--- config.mk ---
export PLATFORM = sky130hd
export DESIGN_NAME = efa_queue
export DESIGN_NICKNAME = d
export VERILOG_FILES = /design/src/design/efa_pkg.sv /design/src/design/efa_queue.sv
export SDC_FILE = /design/constraint.sdc
export NUM_CORES = 1
export LEC_CHECK = 0
export BUFFER_PORTS_ARGS = -buffer_cell sky130_fd_sc_hd__buf_2
export CAP_MARGIN = 30
export CORE_ASPECT_RATIO = 0.5
export CORE_MARGIN = 5
export CORE_UTILIZATION = 45
export DETAILED_ROUTE_END_ITERATION = 8
export PLACE_DENSITY = 0.8
export SLEW_MARGIN = 15
export SYNTH_ARGS = -nofsm -noshare
export SYNTH_HDL_FRONTEND = slang
export SYNTH_SLANG_ARGS = --single-unit
--- constraint.sdc ---
create_clock -name i_clk -period 2.8 [get_ports i_clk]
set_input_delay 0.56 -clock i_clk [delete_from_list [all_inputs] [get_ports i_clk]]
set_output_delay 0.56 -clock i_clk [all_outputs]
set_load 0.005 [all_outputs]
--- src/design/efa_pkg.sv ---
package efa_pkg;

    // field widths fixed by the interface
    localparam int OP_W     = 2;
    localparam int COORD_W  = 15;
    localparam int INDEX_W  = 16;
    localparam int OUT_W    = 16;
    localparam int STATUS_W = 2;
    localparam int CFG_W    = 9;
    localparam int CFG_IDX_W = 1;

    // opcodes
    localparam logic [OP_W-1:0] OP_EVENT = 2'd0;
    localparam logic [OP_W-1:0] OP_SWAP  = 2'd1;
    localparam logic [OP_W-1:0] OP_READ  = 2'd2;

    // result status codes
    localparam logic [STATUS_W-1:0] ST_OK    = 2'd0;
    localparam logic [STATUS_W-1:0] ST_DROP  = 2'd1;
    localparam logic [STATUS_W-1:0] ST_RANGE = 2'd2;

    // configuration register indexes
    localparam logic [CFG_IDX_W-1:0] REG_ROWS = 1'b0;
    localparam logic [CFG_IDX_W-1:0] REG_COLS = 1'b1;

    // frame dimension after reset
    localparam logic [CFG_W-1:0] DIM_RESET = 9'd256;

    // command queue occupancy
    localparam logic [1:0] Q_EMPTY = 2'd0;
    localparam logic [1:0] Q_FULL  = 2'd2;

    // what the back end has to do with a queued command
    typedef enum logic [1:0] {
        CMD_EVENT = 2'd0,
        CMD_READ  = 2'd1,
        CMD_SWAP  = 2'd2,
        CMD_REPLY = 2'd3
    } t_kind;

    typedef struct packed {
        t_kind                kind;
        logic [STATUS_W-1:0]  status;
    } t_cmd;

endpackage

--- src/design/efa_queue.sv ---
module efa_queue #(
    parameter int ADDR_W = 16
) (
    input  logic                i_clk,
    input  logic                i_rst_n,
    input  logic                i_push,
    input  efa_pkg::t_cmd       i_cmd,
    input  logic [ADDR_W-1:0]   i_addr,
    input  logic                i_pop,
    output logic                o_valid,
    output logic                o_full,
    output efa_pkg::t_cmd       o_cmd,
    output logic [ADDR_W-1:0]   o_addr
);

    efa_pkg::t_cmd     r_cmd  [2];
    logic [ADDR_W-1:0] r_addr [2];
    logic              r_wr;
    logic              r_rd;
    logic [1:0]        r_count;
    logic [1:0]        n_count;

    assign o_valid = (r_count != efa_pkg::Q_EMPTY);
    assign o_full  = (r_count == efa_pkg::Q_FULL);
    assign o_cmd   = r_cmd[r_rd];
    assign o_addr  = r_addr[r_rd];

    // occupancy update
    always_comb begin
        n_count = r_count;
        if (i_push && !i_pop) begin
            n_count = r_count + 2'd1;
        end else if (!i_push && i_pop) begin
            n_count = r_count - 2'd1;
        end
    end

    // pointers and fill level
    always_ff @(posedge i_clk) begin
        if (!i_rst_n) begin
            r_wr    <= 1'b0;
            r_rd    <= 1'b0;
            r_count <= efa_pkg::Q_EMPTY;
        end else begin
            r_count <= n_count;
            if (i_push) begin
                r_wr <= !r_wr;
            end
            if (i_pop) begin
                r_rd <= !r_rd;
            end
        end
    end

    // entry storage
    always_ff @(posedge i_clk) begin
        if (i_push) begin
            r_cmd[r_wr]  <= i_cmd;
            r_addr[r_wr] <= i_addr;
        end
    end

    a_no_overflow: assert property (@(posedge i_clk) disable iff (!i_rst_n)
        o_full |-> !i_push)
        else $error("push into a full command queue");

    a_no_underflow: assert property (@(posedge i_clk) disable iff (!i_rst_n)
        !o_valid |-> !i_pop)
        else $error("pop from an empty command queue");

endmodule

==> results.yml, run 1 <==
layout:
  layout-drive-gt1-share_pct: 55.8
  nets: 162
  final_cell_area_um2: 2040
  n_antenna_cell: 0
  syn_to_final_growth_pct: 23.2
drt:
  finalWirelength_mm: 2.64
  num_vias: 859
  drt_iter0_markers: 45
  drc: 0
  ant_nets: 0
  wl_per_cell_um: 14.0
  drt-vias-per-instance: 4.54
  dr.pass1.iters: 4
clock_network:
  cts_buffers: 5
  root_buffer: "clkbuf_8"
  cts_tree: "done"
  post_cts_resized: 0
  clk_pin_slew_worst_paths_ps: 80
  cts.sinks: 45
  cts_setup_buffers: 0
  cts_buffer_depth: 2
  hold_buffers: 0
  h-tree-depth: 2
  clock_latency_ps: 280
yosys:
  syn_inst: 84
  synth.avg_cell_area_um2: 19.7
  ys_seq_area_share_pct: 78.5
  yosysWarningCount: 0
  synth_cell_types: 16
  syn-num-nets: 109
  ys_ff_latch: 45
  synth_area_um2: 1660
sta:
  setup_viol: 0
  drv_slew: 0
  finalSetupTns_ps: 0
  slew_headroom_pct: 82.0
  fmax_mhz: 524
  rsz0062_at_grt: "false"
  fin_skew_ps: 3.48
  period_minus_slack_ps: 1910
  worst_pin_slew_ps: 271
  hold_violations: 0
  whs_ps: 460
  min_period_over_period_pct: 68.2
setup_path:
  crit_path_top_delay_cell: "mux2_2"
  start_kind: "flip-flop"
  worstSetupPathType: "flip-flop to output port"
  slowest_delay_ps: 370
  crit_chain: "buf_4 -> mux2_2 -> buf_2"
  critPathRequiredTime_ps: 2240
  worstPathArrival_ps: 1350
  worstSetupEndpointType: "output port"
  crit_path_max_fanout: 20
global_route:
  grt_pass1_vias: 917
  grt_max_degree: 21
  grt_antenna_before_repair: 0
  overflow: 0
  grt_util_all_layers_pct: 11.4
  grt_pass1_wl_mm: 4.25
die:
  start_util_pct: 47.5
  rows: 15
  die_h_um: 52.9
  die-area_um2: 5070
  die_w_um: 95.8
  core_area_um2: 3490
  ios: 46
placed_design:
  hpwlAfterDp_mm: 1.91
  place.gp.congestion: 0.696
  place_area_um2: 1960
  io_buffer_count: 45
status:
  outcome: "finished, final reports clean"
power:
  power_leakage_nw: 0.790
  irDropWorstVdd_mv: 0.286
  p_per_area_nw_per_um2: 633
flow_run:
  cap_violations: 0
worst_hold_path:
  hold_class: "input port to flip-flop"
## where the power goes
part           leakage, nW  total, mW  switching (mW)  internal, mW
combinational        0.330      0.149          0.0660        0.0827
clock               0.0430      0.360           0.193         0.168
sequential           0.417      0.784          0.0124         0.772
## state kept, by name (all words and copies together) (netlist names), named ones only
signal   cells
r_addr      32
r_cmd        8
r_count      2
r_rd         1
r_wr         1
## cell type report
class	count	area (um2)
Sequential cell	45	1300
Clock buffer	5	68.8
Timing Repair Buffer	48	248
Tap cell	51	63.8
Clock inverter	3	12.5
Multi-Input combinational cell	36	345
Inverter	1	3.75
Fill cell	287	1450
## cells in the mapped netlist
cell type	n	area (um2)
xor2_1	2	17.5
and2_1	4	25.0
a21boi_1	1	7.51
ha_1	1	12.5
or3_1	1	6.26
dfxtp_1	5	100
buf_2	2	10.0
o21a_1	1	7.51
edfxtp_1	40	1200
mux2_2	20	225
inv_1	1	3.75
and2b_2	1	8.76
o21ai_0	1	5.00
xnor2_1	1	8.76
nor2b_1	2	12.5
or2_2	1	6.26
## critical path: cells and delay by family (launching register included)
family | cells | cell delay [ps]
flops | 1 | 310
mux | 1 | 370
buf+inv | 2 | 390
## per-layer routing
metal	routed length, um	GRT usage (%)	vias to the layer above	share of wire [%]
li1	-	-	424	-
met1	1090	13.0	418	41
met2	1430	20.4	17	54
met3	120	3.84	0	4.5
met4	0	3.54	0	0
met5	0	0	-	0
## worst paths after layout
check	slack (ps)	to	cells past startpoint	from
worst max-delay path	890	o_addr[2]	3	flip-flop
worst min-delay path	460	r_addr[0][5]$_DFFE_PP_	1	i_addr[5]
worst max register to register	1620	r_addr[1][3]$_DFFE_PP_	2	r_wr$_SDFFE_PN0P_
worst min register to register	510	r_count[1]$_SDFFE_PN0P_	2	r_count[1]$_SDFFE_PN0P_
## metrics by stage
stage	setup WS, ps	cells	util [%]	total power [mW]
6_report	890	189	58.5	1.29
5_1_grt	811	189	58.5	1.35
4_1_cts	859	189	58.5	1.31
3_5_place_dp	1180	181	56.2	0.952
3_3_place_gp	1180	181	56.2	0.946
2_1_floorplan	874	84	-	0.879
## cells in the final DEF (no fill, tap or decap)
| master | count |
|---|---|
| and2_1 | 4 |
| clkbuf_8 | 5 |
| mux2_2 | 20 |
| or2_2 | 1 |
| nor2b_2 | 1 |
| ha_1 | 1 |
| xnor2_1 | 1 |
| o21a_1 | 1 |
| nor2b_1 | 1 |
| and2b_2 | 1 |
| xor2_1 | 2 |
| a21boi_1 | 1 |
| buf_2 | 45 |
| or3_1 | 1 |
| dfxtp_1 | 5 |
| edfxtp_1 | 40 |
| buf_4 | 3 |
| clkinv_2 | 1 |
| clkinv_1 | 2 |
| inv_1 | 1 |
| o21ai_0 | 1 |
## logic make-up (layout without fill, tap and decap cells)
kind of cell | Yosys count | in the layout | synth area share, %
flops | 45 | 45 | 78.5
fa+ha+maj | 1 | 1 | 0.755
mux | 20 | 20 | 13.6
buf+inv | 3 | 57 | 0.830
xor+xnor | 3 | 3 | 1.59
simple gates | 9 | 9 | 3.55
compound gates | 3 | 3 | 1.21
No activity file was read; power rests on OpenSTA's default activity.
==> run 2: changes to the inputs <==
Settings changed: PLACE_DENSITY 0.8 to 0.83.
Clock period 2.8 ns to 1.6 ns, I/O delays scaled along.
==> results.yml, run 2 (synthesis results as in run 1) <==
clock_network:
  hold_buffers: 0
  cts_buffer_depth: 2
  cts_setup_buffers: 0
  root_buffer: "clkbuf_8"
  cts_buffers: 5
  cts_tree: "done"
  h-tree-depth: 2
  clock_latency_ps: 290
  cts.sinks: 45
  clk_pin_slew_worst_paths_ps: 80
layout:
  regMostFlops: "r_addr"
  largest_reg_flops: 32
  final_common_cell: "buf_2"
  fin_cells: 189
  syn_to_final_growth_pct: 26.3
  nets: 162
  n_antenna_cell: 0
  reg.largest.list: "r_addr (32), r_cmd (8), r_count (2)"
  final_cell_area_um2: 2090
  layout-drive-gt1-share_pct: 56.5
  final_cell_mix: "buf_2, edfxtp_1, mux2_2"
  final_core_util_pct: 60.0
sta:
  drv_slew: 0
  slew_headroom_pct: 82.7
  min_period_over_period_pct: 98.7
  period_minus_slack_ps: 1580
  worst_pin_slew_ps: 260
  rsz0062_at_grt: "true"
  fin_skew_ps: 7.21
  hold_violations: 0
  finalSetupTns_ps: 0
  layout_setup_ws_ps: 20.1
  setup_viol: 0
  fmax_mhz: 633
  whs_ps: 215
setup_path:
  critPathRequiredTime_ps: 1280
  cpLargestDelayFamily: "multiplexers"
  worstSetupEndpointType: "output port"
  r2r_setup_slack_ps: 530
  crit_path_top_delay_cell: "mux2_2"
  worstSetupPathType: "flip-flop to output port"
  worstPathArrival_ps: 1260
  path_buf_inv: 2
  crit_chain: "buf_12 -> mux2_2 -> buf_2"
  start_kind: "flip-flop"
  crit_path_max_fanout: 20
  slowest_delay_ps: 350
drt:
  finalWirelength_mm: 2.56
  ant_nets: 0
  drt-vias-per-instance: 4.56
  wl_per_cell_um: 13.6
  drt_iter0_markers: 42
  num_vias: 862
  dr.pass1.iters: 3
  drc: 0
placed_design:
  dp_slack_ps: 265
  place_inst: 181
  place_area_um2: 1990
  io_buffer_count: 45
  place.gp.congestion: 0.650
  hpwlAfterDp_mm: 1.81
global_route:
  grt_pass1_vias: 928
  grt_max_degree: 22
  grt_util_all_layers_pct: 11.4
  gr-max-usage-layer: "met2"
  grt_antenna_before_repair: 0
  gr-usage-met2_pct: 20.0
  grt_pass1_wl_mm: 4.17
  grtUsageMet3_pct: 3.98
  overflow: 0
  grtUsageMet1_pct: 12.4
die:
  die_h_um: 52.9
  ios: 46
  die_w_um: 95.8
  core_area_um2: 3490
  rows: 15
  start_util_pct: 47.5
  die-area_um2: 5070
power:
  totalPowerFinal_mw: 2.44
  irDropWorstVdd_mv: 0.834
  power_leakage_nw: 0.808
  p_per_area_nw_per_um2: 1170
flow_run:
  cap_violations: 0
worst_hold_path:
  hold_class: "input port to flip-flop"
status:
  outcome: "finished, final reports clean"
[run 2: routing by layer]
layer,vias up,wire [um]
li1,425,-
met1,419,1050
met2,16,1390
met3,2,103
met4,0,25
met5,-,0
[run 2: timing repair]
action | in CTS | in global routing
endpoints found under the hold margin | 0 | 0
endpoints found under the setup margin | 20 | 20
resized for setup | 1 | 0
[run 2: final cells by class]
class,instances,area [um2]
Clock inverter,2,33.8
Tap cell,51,63.8
Sequential cell,45,1300
Timing Repair Buffer,48,273
Clock buffer,6,72.6
Inverter,1,3.75
Multi-Input combinational cell,36,345
Fill cell,283,1400
[run 2: path summary, 6_finish.rpt]
check / startpoint / to / cells after the start
worst max-delay path: flip-flop / o_addr[10] / 3
worst min-delay path: i_addr[12] / r_addr[1][12]$_DFFE_PP_ / 1
worst max register to register: r_wr$_SDFFE_PN0P_ / r_addr[1][13]$_DFFE_PP_ / 2
worst min register to register: r_count[1]$_SDFFE_PN0P_ / r_count[1]$_SDFFE_PN0P_ / 2
[run 2: report_power, final]
part | total [mW] | internal [mW] | switching [mW]
Clock | 0.800 | 0.461 | 0.339
Sequential | 1.37 | 1.35 | 0.0219
Combinational | 0.271 | 0.156 | 0.115
