[src/design/efa_pkg.sv]
package efa_pkg;

    // field widths fixed by the interface
    localparam int OP_W     = 2;
    localparam int COORD_W  = 15;
    localparam int INDEX_W  = 16;
    localparam int OUT_W    = 16;
    localparam int STATUS_W = 2;
    localparam int CFG_W    = 9;
    localparam int CFG_IDX_W = 1;

    // opcodes
    localparam logic [OP_W-1:0] OP_EVENT = 2'd0;
    localparam logic [OP_W-1:0] OP_SWAP  = 2'd1;
    localparam logic [OP_W-1:0] OP_READ  = 2'd2;

    // result status codes
    localparam logic [STATUS_W-1:0] ST_OK    = 2'd0;
    localparam logic [STATUS_W-1:0] ST_DROP  = 2'd1;
    localparam logic [STATUS_W-1:0] ST_RANGE = 2'd2;

    // configuration register indexes
    localparam logic [CFG_IDX_W-1:0] REG_ROWS = 1'b0;
    localparam logic [CFG_IDX_W-1:0] REG_COLS = 1'b1;

    // frame dimension after reset
    localparam logic [CFG_W-1:0] DIM_RESET = 9'd256;

    // command queue occupancy
    localparam logic [1:0] Q_EMPTY = 2'd0;
    localparam logic [1:0] Q_FULL  = 2'd2;

    // what the back end has to do with a queued command
    typedef enum logic [1:0] {
        CMD_EVENT = 2'd0,
        CMD_READ  = 2'd1,
        CMD_SWAP  = 2'd2,
        CMD_REPLY = 2'd3
    } t_kind;

    typedef struct packed {
        t_kind                kind;
        logic [STATUS_W-1:0]  status;
    } t_cmd;

endpackage

[src/design/efa_front.sv]
module efa_front #(
    parameter int MAX_ROWS = 256,
    parameter int MAX_COLS = 256,
    parameter int ADDR_W   = 16
) (
    input  logic                            i_clk,
    input  logic                            i_rst_n,
    input  logic                            i_start,
    input  logic                            i_q_full,
    input  logic                            i_init_busy,
    output logic                            o_busy,
    input  logic                            i_cfg_we,
    input  logic [efa_pkg::CFG_IDX_W-1:0]   i_cfg_index,
    input  logic [efa_pkg::CFG_W-1:0]       i_cfg_wdata,
    input  logic [efa_pkg::OP_W-1:0]        i_opcode,
    input  logic [efa_pkg::COORD_W-1:0]     i_x,
    input  logic [efa_pkg::COORD_W-1:0]     i_y,
    input  logic [efa_pkg::INDEX_W-1:0]     i_pixel_index,
    output logic                            o_push,
    output efa_pkg::t_cmd                   o_cmd,
    output logic [ADDR_W-1:0]               o_addr
);

    localparam int ROW_W  = $clog2(MAX_ROWS + 1);
    localparam int COL_W  = $clog2(MAX_COLS + 1);
    localparam int RDIM_W = (ROW_W > efa_pkg::CFG_W) ? ROW_W : efa_pkg::CFG_W;
    localparam int CDIM_W = (COL_W > efa_pkg::CFG_W) ? COL_W : efa_pkg::CFG_W;
    localparam int AREA_W = ROW_W + COL_W;
    localparam int CMP_W  = (AREA_W > efa_pkg::INDEX_W) ? AREA_W : efa_pkg::INDEX_W;
    localparam int XCMP_W = (ROW_W > efa_pkg::COORD_W) ? ROW_W : efa_pkg::COORD_W;
    localparam int YCMP_W = (COL_W > efa_pkg::COORD_W) ? COL_W : efa_pkg::COORD_W;

    logic [efa_pkg::CFG_W-1:0] r_frame_rows;
    logic [efa_pkg::CFG_W-1:0] r_frame_cols;
    logic [RDIM_W-1:0]         rows_ext;
    logic [CDIM_W-1:0]         cols_ext;
    logic [ROW_W-1:0]          rows;
    logic [COL_W-1:0]          cols;
    logic [AREA_W-1:0]         area;
    logic [AREA_W-1:0]         ev_addr;
    logic                      ev_out;
    logic                      rd_out;

    // configuration registers
    always_ff @(posedge i_clk) begin
        if (!i_rst_n) begin
            r_frame_rows <= efa_pkg::DIM_RESET;
            r_frame_cols <= efa_pkg::DIM_RESET;
        end else if (i_cfg_we) begin
            if (i_cfg_index == efa_pkg::REG_ROWS) begin
                r_frame_rows <= i_cfg_wdata;
            end
            if (i_cfg_index == efa_pkg::REG_COLS) begin
                r_frame_cols <= i_cfg_wdata;
            end
        end
    end

    // frame dimensions clamped to one .. maximum
    always_comb begin
        rows_ext = RDIM_W'(r_frame_rows);
        cols_ext = CDIM_W'(r_frame_cols);
        if (r_frame_rows == '0) begin
            rows = ROW_W'(1);
        end else if (rows_ext > RDIM_W'(MAX_ROWS)) begin
            rows = ROW_W'(MAX_ROWS);
        end else begin
            rows = ROW_W'(rows_ext);
        end
        if (r_frame_cols == '0) begin
            cols = COL_W'(1);
        end else if (cols_ext > CDIM_W'(MAX_COLS)) begin
            cols = COL_W'(MAX_COLS);
        end else begin
            cols = COL_W'(cols_ext);
        end
    end

    // bounds checks and linear pixel address
    always_comb begin
        area    = AREA_W'(rows) * AREA_W'(cols);
        ev_out  = (XCMP_W'(i_x) >= XCMP_W'(rows)) || (YCMP_W'(i_y) >= YCMP_W'(cols));
        rd_out  = CMP_W'(i_pixel_index) >= CMP_W'(area);
        ev_addr = AREA_W'(ROW_W'(i_x)) * AREA_W'(cols) + AREA_W'(COL_W'(i_y));
    end

    // accept handshake
    assign o_busy = !i_rst_n || i_q_full || i_init_busy;
    assign o_push = i_start && !o_busy;

    // classify the command for the back end
    always_comb begin
        o_cmd.kind   = efa_pkg::CMD_REPLY;
        o_cmd.status = efa_pkg::ST_OK;
        o_addr       = '0;
        case (i_opcode)
            efa_pkg::OP_EVENT: begin
                if (ev_out) begin
                    o_cmd.status = efa_pkg::ST_DROP;
                end else begin
                    o_cmd.kind = efa_pkg::CMD_EVENT;
                    o_addr     = ADDR_W'(ev_addr);
                end
            end
            efa_pkg::OP_SWAP: begin
                o_cmd.kind = efa_pkg::CMD_SWAP;
            end
            efa_pkg::OP_READ: begin
                if (rd_out) begin
                    o_cmd.status = efa_pkg::ST_RANGE;
                end else begin
                    o_cmd.kind = efa_pkg::CMD_READ;
                    o_addr     = ADDR_W'(CMP_W'(i_pixel_index));
                end
            end
            default: begin
                o_cmd.kind = efa_pkg::CMD_REPLY;
            end
        endcase
    end

endmodule

[config.mk]
export PLATFORM = sky130hd
export DESIGN_NAME = efa_front
export DESIGN_NICKNAME = d
export VERILOG_FILES = /design/src/design/efa_pkg.sv /design/src/design/efa_front.sv
export SDC_FILE = /design/constraint.sdc
export NUM_CORES = 1
export LEC_CHECK = 0
export ABC_CLOCK_PERIOD_IN_PS = 8330
export BUFFER_PORTS_ARGS = -buffer_cell sky130_fd_sc_hd__buf_2
export CORE_MARGIN = 3
export CORE_UTILIZATION = 50
export CTS_BUF_LIST = sky130_fd_sc_hd__clkbuf_8
export DETAILED_ROUTE_END_ITERATION = 12
export GPL_ROUTABILITY_DRIVEN = 0
export PLACE_DENSITY = 0.7
export SYNTH_ARGS = -nofsm -noshare
export SYNTH_HDL_FRONTEND = slang
export SYNTH_SLANG_ARGS = --single-unit
[constraint.sdc]
create_clock -name i_clk -period 8.33 [get_ports i_clk]
set_input_delay 0 -clock i_clk [delete_from_list [all_inputs] [get_ports i_clk]]
set_output_delay 0 -clock i_clk [all_outputs]
set_load 0.01 [all_outputs]
==> impl_metrics.json, run 1 <==
{
  "setup-tns-final_ns": 0,
  "start_util": 0.524,
  "path_max_fanout": 25,
  "cts_tree": "yes",
  "pin_count": 86,
  "ys_seq_elements": 18,
  "synthArstFlopShare": 0,
  "drive_gt1_frac": 0.116,
  "port_buffers": 85,
  "grt_max_degree": 26,
  "setup_viol": 0,
  "finalNetCount": 1220,
  "cts_resized": 0,
  "critPathSlowestCell": "nor2b_1",
  "crit_path_end_kind": "primary output",
  "h-tree-depth": 1,
  "rrSetupSlack_ns": 6.75,
  "synthFlopType": "dfxtp_1",
  "design_area_um2": 7710,
  "yosys-top-cells-area": "fa_1 29%, ha_1 20%, inv_1 8.8%, nand2_1 6.7%, dfxtp_1 5.1%",
  "antenna_cells": 0,
  "max-slew-margin-rel": 0.228,
  "arrival_ns": 7.21,
  "drc": 0,
  "synth_top_area_frac": 0.293,
  "avgSynthCellArea_um2": 8.18,
  "grt_pass1_vias": 5860,
  "rows": 42,
  "fmax_mhz": 139,
  "placed_area_um2": 7670,
  "dieWidth_um": 125,
  "drtIter0Drc": 380,
  "path_cells": "nor2b_1 > clkinv_1 > nor2_1 > fa_1 > fa_1 > fa_1 > inv_1 > fa_1 > inv_1 > ha_1 > a21o_1 > o311ai_4 > a31oi_2 > xnor2_1 > ha_1 > nand4_1 > a2111oi_0 > or3_1 > nand4_4 > a32o_1 > buf_2",
  "cpMostUsedCell": "fa_1",
  "reg2reg_from": "cols_ext[8]",
  "worstSetupPathType": "reg2out",
  "rsz0062_at_grt": "false",
  "cts_setup_buffers": 0,
  "peakVddDrop_mv": 0.0614,
  "hp-class": "in2reg",
  "period_needed_ns": 7.21,
  "slowest_delay_ns": 0.77,
  "wl_mm": 17.9,
  "cts_root_buf": "clkbuf_8",
  "status": "completed",
  "worstRegToRegCells": 2,
  "synthDistinctLibCells": 54,
  "drv_slew": 0,
  "post-route-util": 0.569,
  "clk_pin_slew_ns": 0.06,
  "yosys.area.top_type": "fa_1",
  "finalPower_w": 0.000363,
  "seq_area_frac_synth": 0.0507,
  "dp_hpwl_mm": 15.6,
  "syn_nets": 1152,
  "power.leakage_nw": 4.00,
  "firstDrtPassIters": 6,
  "grt.total_usage": 0.225,
  "required_ns": 8.33,
  "grt_pass1_wl_mm": 29.2,
  "timing.final.crit_share": 0.865,
  "synth_edf_count": 0,
  "cts-buffers-inserted": 3,
  "syn_to_final_growth_pct": 8.60,
  "via_per_inst": 5.39,
  "vias": 5979,
  "syn_inst": 868,
  "clock_sink_count": 18,
  "worstReg2RegEnd": "cols_ext[8]",
  "syn_area_um2": 7100,
  "final_hold_viol_count": 0,
  "die_h_um": 125,
  "coreArea_um2": 13600,
  "worst_slew_pin_slew_ns": 1.16,
  "hold_start": "i_cfg_wdata[8]",
  "grt-ovfl-total": 0,
  "fin_skew_ns": 0,
  "antenna_found_initial": 0,
  "antenna_left": 0,
  "die-area_um2": 15700,
  "cts_hold_buf": 0,
  "wl_per_cell_um": 16.2,
  "yosysWarnings": 0,
  "hold_slack_ns": 0.00629,
  "insertion_delay_ns": 0.25,
  "startpoint_type": "flip-flop",
  "cts_buffer_depth": 2,
  "hold_depth": 3,
  "max-cap-violations": 0,
  "p_per_area_nw_per_um2": 47.1,
  "hold_end": "cols_ext[8]"
}
==> flip-flops by register name, indices dropped and copies added (netlist names) <==
name	flops
cols_ext	9
r_frame_rows	9
==> placed cells by master, fill, tap and decap left out, types with 4 or more instances in the layout <==
cell and n:
clkinv_1 6, a21boi_0 17, a21o_1 10, nand2_1 127, fa_1 104, nor3_1 17, nand2b_1 4, nor2_1 63
dfxtp_1 18, a21oi_1 24, xor2_1 11, xnor2_1 17, nand4_1 4, a211oi_1 5, o21ai_0 12, inv_1 167
nor4_1 5, ha_1 116, nand3_1 5, and2_1 27, buf_2 85, nor2b_1 21, a32o_1 16, buf_4 4
==> kinds of logic (layout without fill, tap and decap cells) <==
| family | after synthesis | after routing | synth area share |
|---|---|---|---|
| simple gates | 286 | 286 | 0.185 |
| fa+ha+maj | 220 | 220 | 0.498 |
| buf+inv | 199 | 265 | 0.106 |
| compound gates | 116 | 116 | 0.125 |
| xor+xnor | 28 | 28 | 0.0345 |
| flops | 18 | 18 | 0.0507 |
| mux | 1 | 1 | 0.00141 |
==> layer usage <==
metal,track usage,vias to the layer above,part of all wire
met4,0.0223,0,0.0086
met3,0.0171,12,0.044
met2,0.394,145,0.51
met5,0,-,0
li1,-,2909,-
met1,0.319,2913,0.44
==> synthesized netlist by cell type, drive strengths merged (6+ instances only) <==
cell and instances:
a32o 16, clkbuf 16, clkinv 6, buf 10, xor2 11, xnor2 17, o21ai 17, dfxtp 18
and2 27, nor3 17, nand2 127, inv 167, a21oi 24, a211oi 6, nor2 64, nor2b 21
fa 104, a21o 10, a21boi 17, ha 116
==> metrics by stage <==
stage | cells | setup slack (ns)
final | 1110 | 1.12
after global routing | 1110 | 0.593
after CTS | 1110 | 1.21
after detailed placement | 1107 | 1.49
after global placement | 1107 | 1.64
after floorplan | 868 | 2.30
==> worst max-delay path, delay by kind of cell (launching register included) <==
kind                     cells  cell delay [ns]
AO/OA/AOI/OAI                5             1.30
buffers and inverters        4             0.72
AND/OR/NAND/NOR              5             1.58
XOR/XNOR                     1             0.17
flip-flops                   1             0.58
adder cells (fa/ha/maj)      6             2.60
==> report_power, final <==
part | internal, W | switching [W] | leakage [nW] | total (W)
Clock | 0.0000321 | 0.0000255 | 0.0216 | 0.0000576
Combinational | 0.0000846 | 0.000125 | 3.83 | 0.000209
Sequential | 0.0000903 | 0.00000580 | 0.147 | 0.0000961
Total | 0.000207 | 0.000156 | 4.00 | 0.000363
==> final cells by class <==
type	count	area, um^2
multi-input combinational	651	5990
fill	1331	5850
inverter	173	649
timing repair buffer	89	455
sequential	18	360
tap	176	220
clock buffer	3	41.3
==> worst max path at each step <==
stage                start          to  slack, ns  cells past startpoint
6_report       cols_ext[8]   o_addr[3]       1.12                     21
5_1_grt        cols_ext[8]   o_addr[3]       0.59                     21
4_1_cts        cols_ext[8]   o_addr[4]       1.21                     21
3_5_place_dp   cols_ext[8]   o_addr[4]       1.49                     21
3_3_place_gp   cols_ext[4]   o_addr[3]       1.64                     25
2_1_floorplan  cols_ext[4]  o_addr[10]       2.30                     26
No activity file was read; power rests on OpenSTA's default activity.
==> inputs of run 2 (changes only) <==
Settings changed: REMOVE_ABC_BUFFERS from default to 1, SLEW_MARGIN from default to 15.
==> impl_metrics.json, run 2 (synthesis results as in run 1) <==
{
  "dr.max_layer_used": "met4",
  "setup-tns-final_ns": 0,
  "grt.total_usage": 0.228,
  "grt_pass1_vias": 6141,
  "h-tree-depth": 1,
  "fmax_mhz": 136,
  "wl_met2_mm": 8.36,
  "via_per_inst": 5.39,
  "hp-class": "in2reg",
  "post-route-util": 0.571,
  "p_clk_frac": 0.163,
  "wl_met3_um": 982,
  "cts_setup_buffers": 0,
  "p_int_w": 0.000207,
  "wl_per_cell_um": 15.7,
  "cts_resized": 0,
  "reg2reg_from": "cols_ext[8]",
  "drc": 0,
  "wl_met1_mm": 7.73,
  "port_buffers": 85,
  "timing.final.crit_share": 0.885,
  "power.leakage_nw": 4.02,
  "final_common_cell": "inv_1",
  "grt_max_degree": 26,
  "coreArea_um2": 13600,
  "syn_to_final_growth_pct": 9.06,
  "drv_slew": 0,
  "fin_skew_ns": 0,
  "peakVddDrop_mv": 0.106,
  "rsz0062_at_grt": "false",
  "required_ns": 8.33,
  "dieWidth_um": 125,
  "p_sw_frac": 0.434,
  "pin_count": 86,
  "cts-buffers-inserted": 3,
  "worst_slew_pin_slew_ns": 1.10,
  "cts_buffer_depth": 2,
  "max-slew-margin-rel": 0.264,
  "setup_viol": 0,
  "hold_start": "i_cfg_wdata[5]",
  "startpoint_type": "flip-flop",
  "cts_hold_buf": 1,
  "die-area_um2": 15700,
  "combPwrFrac": 0.575,
  "status": "completed",
  "die_h_um": 125,
  "start_util": 0.524,
  "p_per_area_nw_per_um2": 47.2,
  "finalNetCount": 1224,
  "firstDrtPassIters": 5,
  "clk_pin_slew_ns": 0.06,
  "cts_root_buf": "clkbuf_8",
  "insertion_delay_ns": 0.25,
  "antenna_cells": 0,
  "grt-ovfl-total": 0,
  "grt_pass1_wl_mm": 29.8,
  "antenna_left": 0,
  "p_seq_frac": 0.263,
  "p_switching_w": 0.000159,
  "dp_hpwl_mm": 14.9,
  "drive_gt1_frac": 0.118,
  "rows": 42,
  "antenna_found_initial": 0,
  "crit_path_end_kind": "primary output",
  "path_max_fanout": 25,
  "crit_path_start": "cols_ext[8]",
  "period_needed_ns": 7.37,
  "cts_tree": "yes",
  "wl_mm": 17.4,
  "final_hold_viol_count": 0,
  "clock_sink_count": 18,
  "arrival_ns": 7.37,
  "most-common-layout-cells": "167 x inv_1, 127 x nand2_1, 116 x ha_1, 104 x fa_1, 85 x buf_2",
  "drtIter0Drc": 374,
  "vias": 6003,
  "max-cap-violations": 0,
  "worstSetupPathType": "reg2out"
}
==> run 2: changes by cell type in the layout (fill, tap and decap cells not counted), sizes merged <==
cell         change
buf              +3
dlygate4sd3      +1
==> run 2: area by class of cell <==
class | instances | area (um^2)
clock buffers | 3 | 41.3
well taps | 176 | 220
flip-flops and latches | 18 | 360
multi-input cells | 651 | 5990
fillers | 1291 | 5810
repair buffers | 93 | 488
inverters | 173 | 649
==> run 2: final timing paths <==
kind / end / slack, ns / cells past startpoint
max: o_addr[4] / 0.96 / 21
min: r_frame_rows[5] / 0.007 / 3
max reg2reg: cols_ext[8] / 6.73 / 2
min reg2reg: r_frame_rows[0] / 0.48 / 2
==> run 2: power by group through the flow <==
stage	clock network (W)	logic (W)	registers, W
floorplan	0	0.000135	0.0000960
global placement	0	0.000208	0.0000979
detailed placement	0	0.000210	0.0000979
CTS	0.0000609	0.000212	0.0000960
global route	0.0000653	0.000238	0.0000969
finish	0.0000595	0.000210	0.0000960
==> run 2: per-layer routing <==
layer,global-route usage,up-vias
li1,-,2909
met1,0.321,2892
met2,0.380,180
met3,0.0307,22
met4,0.0453,0
met5,0,-
==> run 2: stage by stage <==
stage	instances	worst slack, ns	hold slack (ns)	cell area, um^2	power [W]
global placement	1110	1.51	0.253	7690	0.000306
CTS	1114	0.965	0.00134	7740	0.000369
floorplan	842	2.30	0.0550	7000	0.000231
global route	1114	0.307	0.0140	7740	0.000400
detailed placement	1110	1.27	0.258	7690	0.000307
finish	1114	0.956	0.00694	7740	0.000366
==> run 2: worst max-delay path, cell delays in order (launching register included) <==
cell	delay [ns]
dfxtp_1	0.59
nor2b_1	0.85
clkinv_1	0.53
nor2_1	0.27
fa_1	0.43
fa_1	0.47
fa_1	0.54
inv_1	0.05
fa_1	0.52
inv_1	0.04
ha_1	0.34
a21oi_1	0.25
o21ai_2	0.12
a41oi_1	0.31
o31ai_1	0.15
ha_1	0.31
nand4_1	0.09
a2111oi_0	0.31
or3_1	0.20
nand4_4	0.23
a32o_1	0.36
buf_2	0.14
==> inputs of run 3 (changes only) <==
Settings changed: MAX_ROUTING_LAYER from default to met4.
==> impl_metrics.json, run 3 (synthesis results as in run 1) <==
{
  "pin_count": 86,
  "grt_pass1_wl_mm": 29.8,
  "finalNetCount": 1224,
  "reg2reg_from": "cols_ext[8]",
  "max-slew-margin-rel": 0.278,
  "via_per_inst": 5.40,
  "fmax_mhz": 136,
  "slowest_delay_ns": 0.83,
  "cts_root_buf": "clkbuf_8",
  "worstReg2RegEnd": "cols_ext[8]",
  "final_hold_viol_count": 0,
  "peakVddDrop_mv": 0.105,
  "antenna_found_initial": 0,
  "grt_pass1_vias": 6137,
  "cpMostUsedCell": "fa_1",
  "cts_setup_buffers": 0,
  "fin_skew_ns": 0,
  "wl_per_cell_um": 15.7,
  "grt.total_usage": 0.235,
  "timing.final.crit_share": 0.884,
  "rows": 42,
  "die-area_um2": 15700,
  "globalRouteMet1Util": 0.322,
  "rsz0062_at_grt": "false",
  "die_h_um": 125,
  "vias": 6018,
  "crit_path_end_kind": "primary output",
  "drive_gt1_frac": 0.118,
  "antenna_cells": 0,
  "startpoint_type": "flip-flop",
  "post-route-util": 0.571,
  "use_met2": 0.380,
  "worstRegToRegCells": 2,
  "cts_resized": 0,
  "hp-class": "in2reg",
  "final_common_cell": "inv_1",
  "wl_mm": 17.5,
  "drc": 0,
  "setup_viol": 0,
  "critPathSlowestCell": "nor2b_1",
  "hold_end": "r_frame_rows[5]",
  "port_buffers": 85,
  "rrSetupSlack_ns": 6.73,
  "dieWidth_um": 125,
  "busiest_layer": "met2",
  "hold_start": "i_cfg_wdata[5]",
  "grt_max_degree": 26,
  "start_util": 0.524,
  "syn_to_final_growth_pct": 9.06,
  "h-tree-depth": 1,
  "cts-buffers-inserted": 3,
  "power.leakage_nw": 4.02,
  "p_per_area_nw_per_um2": 47.2,
  "drtIter0Drc": 380,
  "worstSetupPathType": "reg2out",
  "hold_depth": 3,
  "clock_sink_count": 18,
  "required_ns": 8.33,
  "firstDrtPassIters": 6,
  "worst_slew_pin_slew_ns": 1.08,
  "insertion_delay_ns": 0.25,
  "drv_slew": 0,
  "status": "completed",
  "cts_hold_buf": 1,
  "period_needed_ns": 7.36,
  "use_met3": 0.0299,
  "max-cap-violations": 0,
  "arrival_ns": 7.36,
  "cts_tree": "yes",
  "cts_buffer_depth": 2,
  "coreArea_um2": 13600,
  "path_max_fanout": 25,
  "path_cells": "nor2b_1 > clkinv_1 > nor2_1 > fa_1 > fa_1 > fa_1 > inv_1 > fa_1 > inv_1 > ha_1 > a21oi_1 > o21ai_2 > a41oi_1 > o31ai_1 > ha_1 > nand4_1 > a2111oi_0 > or3_1 > nand4_4 > a32o_1 > buf_2",
  "most-common-layout-cells": "167 x inv_1, 127 x nand2_1, 116 x ha_1, 104 x fa_1, 85 x buf_2",
  "clk_pin_slew_ns": 0.06,
  "antenna_left": 0,
  "dp_hpwl_mm": 14.9,
  "setup-tns-final_ns": 0,
  "grt-ovfl-total": 0
}
-- run 3: routing by layer --
metal | wire (um) | share of wire
met5 | 0 | 0
met4 | 355 | 0.020
met3 | 976 | 0.056
met2 | 8340 | 0.48
met1 | 7780 | 0.45
-- run 3: worst max-delay path by stage --
stage	from	end	slack (ns)	cells after the start
after global placement	cols_ext[8]	o_addr[4]	1.51	21
after CTS	cols_ext[8]	o_addr[4]	0.96	21
after detailed placement	cols_ext[8]	o_addr[4]	1.27	21
after floorplan	cols_ext[8]	o_addr[0]	2.30	22
after global routing	cols_ext[8]	o_addr[4]	0.30	21
final	cols_ext[8]	o_addr[4]	0.97	21
-- run 3: final cells by class --
type | count | area, um^2
Tap cell | 176 | 220
Clock buffer | 3 | 41.3
Fill cell | 1291 | 5810
Timing Repair Buffer | 93 | 488
Inverter | 173 | 649
Multi-Input combinational cell | 651 | 5990
Sequential cell | 18 | 360
-- run 3: worst max-delay path: cells and delay by family (launching register included) --
| kind | cells | cell delay, ns |
|---|---|---|
| adder cells (fa/ha/maj) | 6 | 2.61 |
| AND/OR/NAND/NOR | 5 | 1.62 |
| AO/OA/AOI/OAI | 6 | 1.49 |
| buffers and inverters | 4 | 0.77 |
| flip-flops | 1 | 0.59 |
-- run 3: power breakdown --
group / leakage (nW) / switching [W] / total, W / internal [W]
combinational: 3.85 / 0.000126 / 0.000210 / 0.0000845
sequential: 0.147 / 0.00000567 / 0.0000960 / 0.0000903
clock: 0.0216 / 0.0000270 / 0.0000591 / 0.0000321
total: 4.02 / 0.000158 / 0.000365 / 0.000207
-- run 3: metrics by stage --
step	worst slack (ns)	hold WS [ns]	std cells	area [um^2]	total power (W)
after floorplan	2.30	0.0550	842	7000	0.000231
after global placement	1.51	0.253	1110	7690	0.000306
after detailed placement	1.27	0.258	1110	7690	0.000307
after CTS	0.965	0.00134	1114	7740	0.000369
after global routing	0.300	0.0140	1114	7740	0.000400
final	0.968	0.00635	1114	7740	0.000365
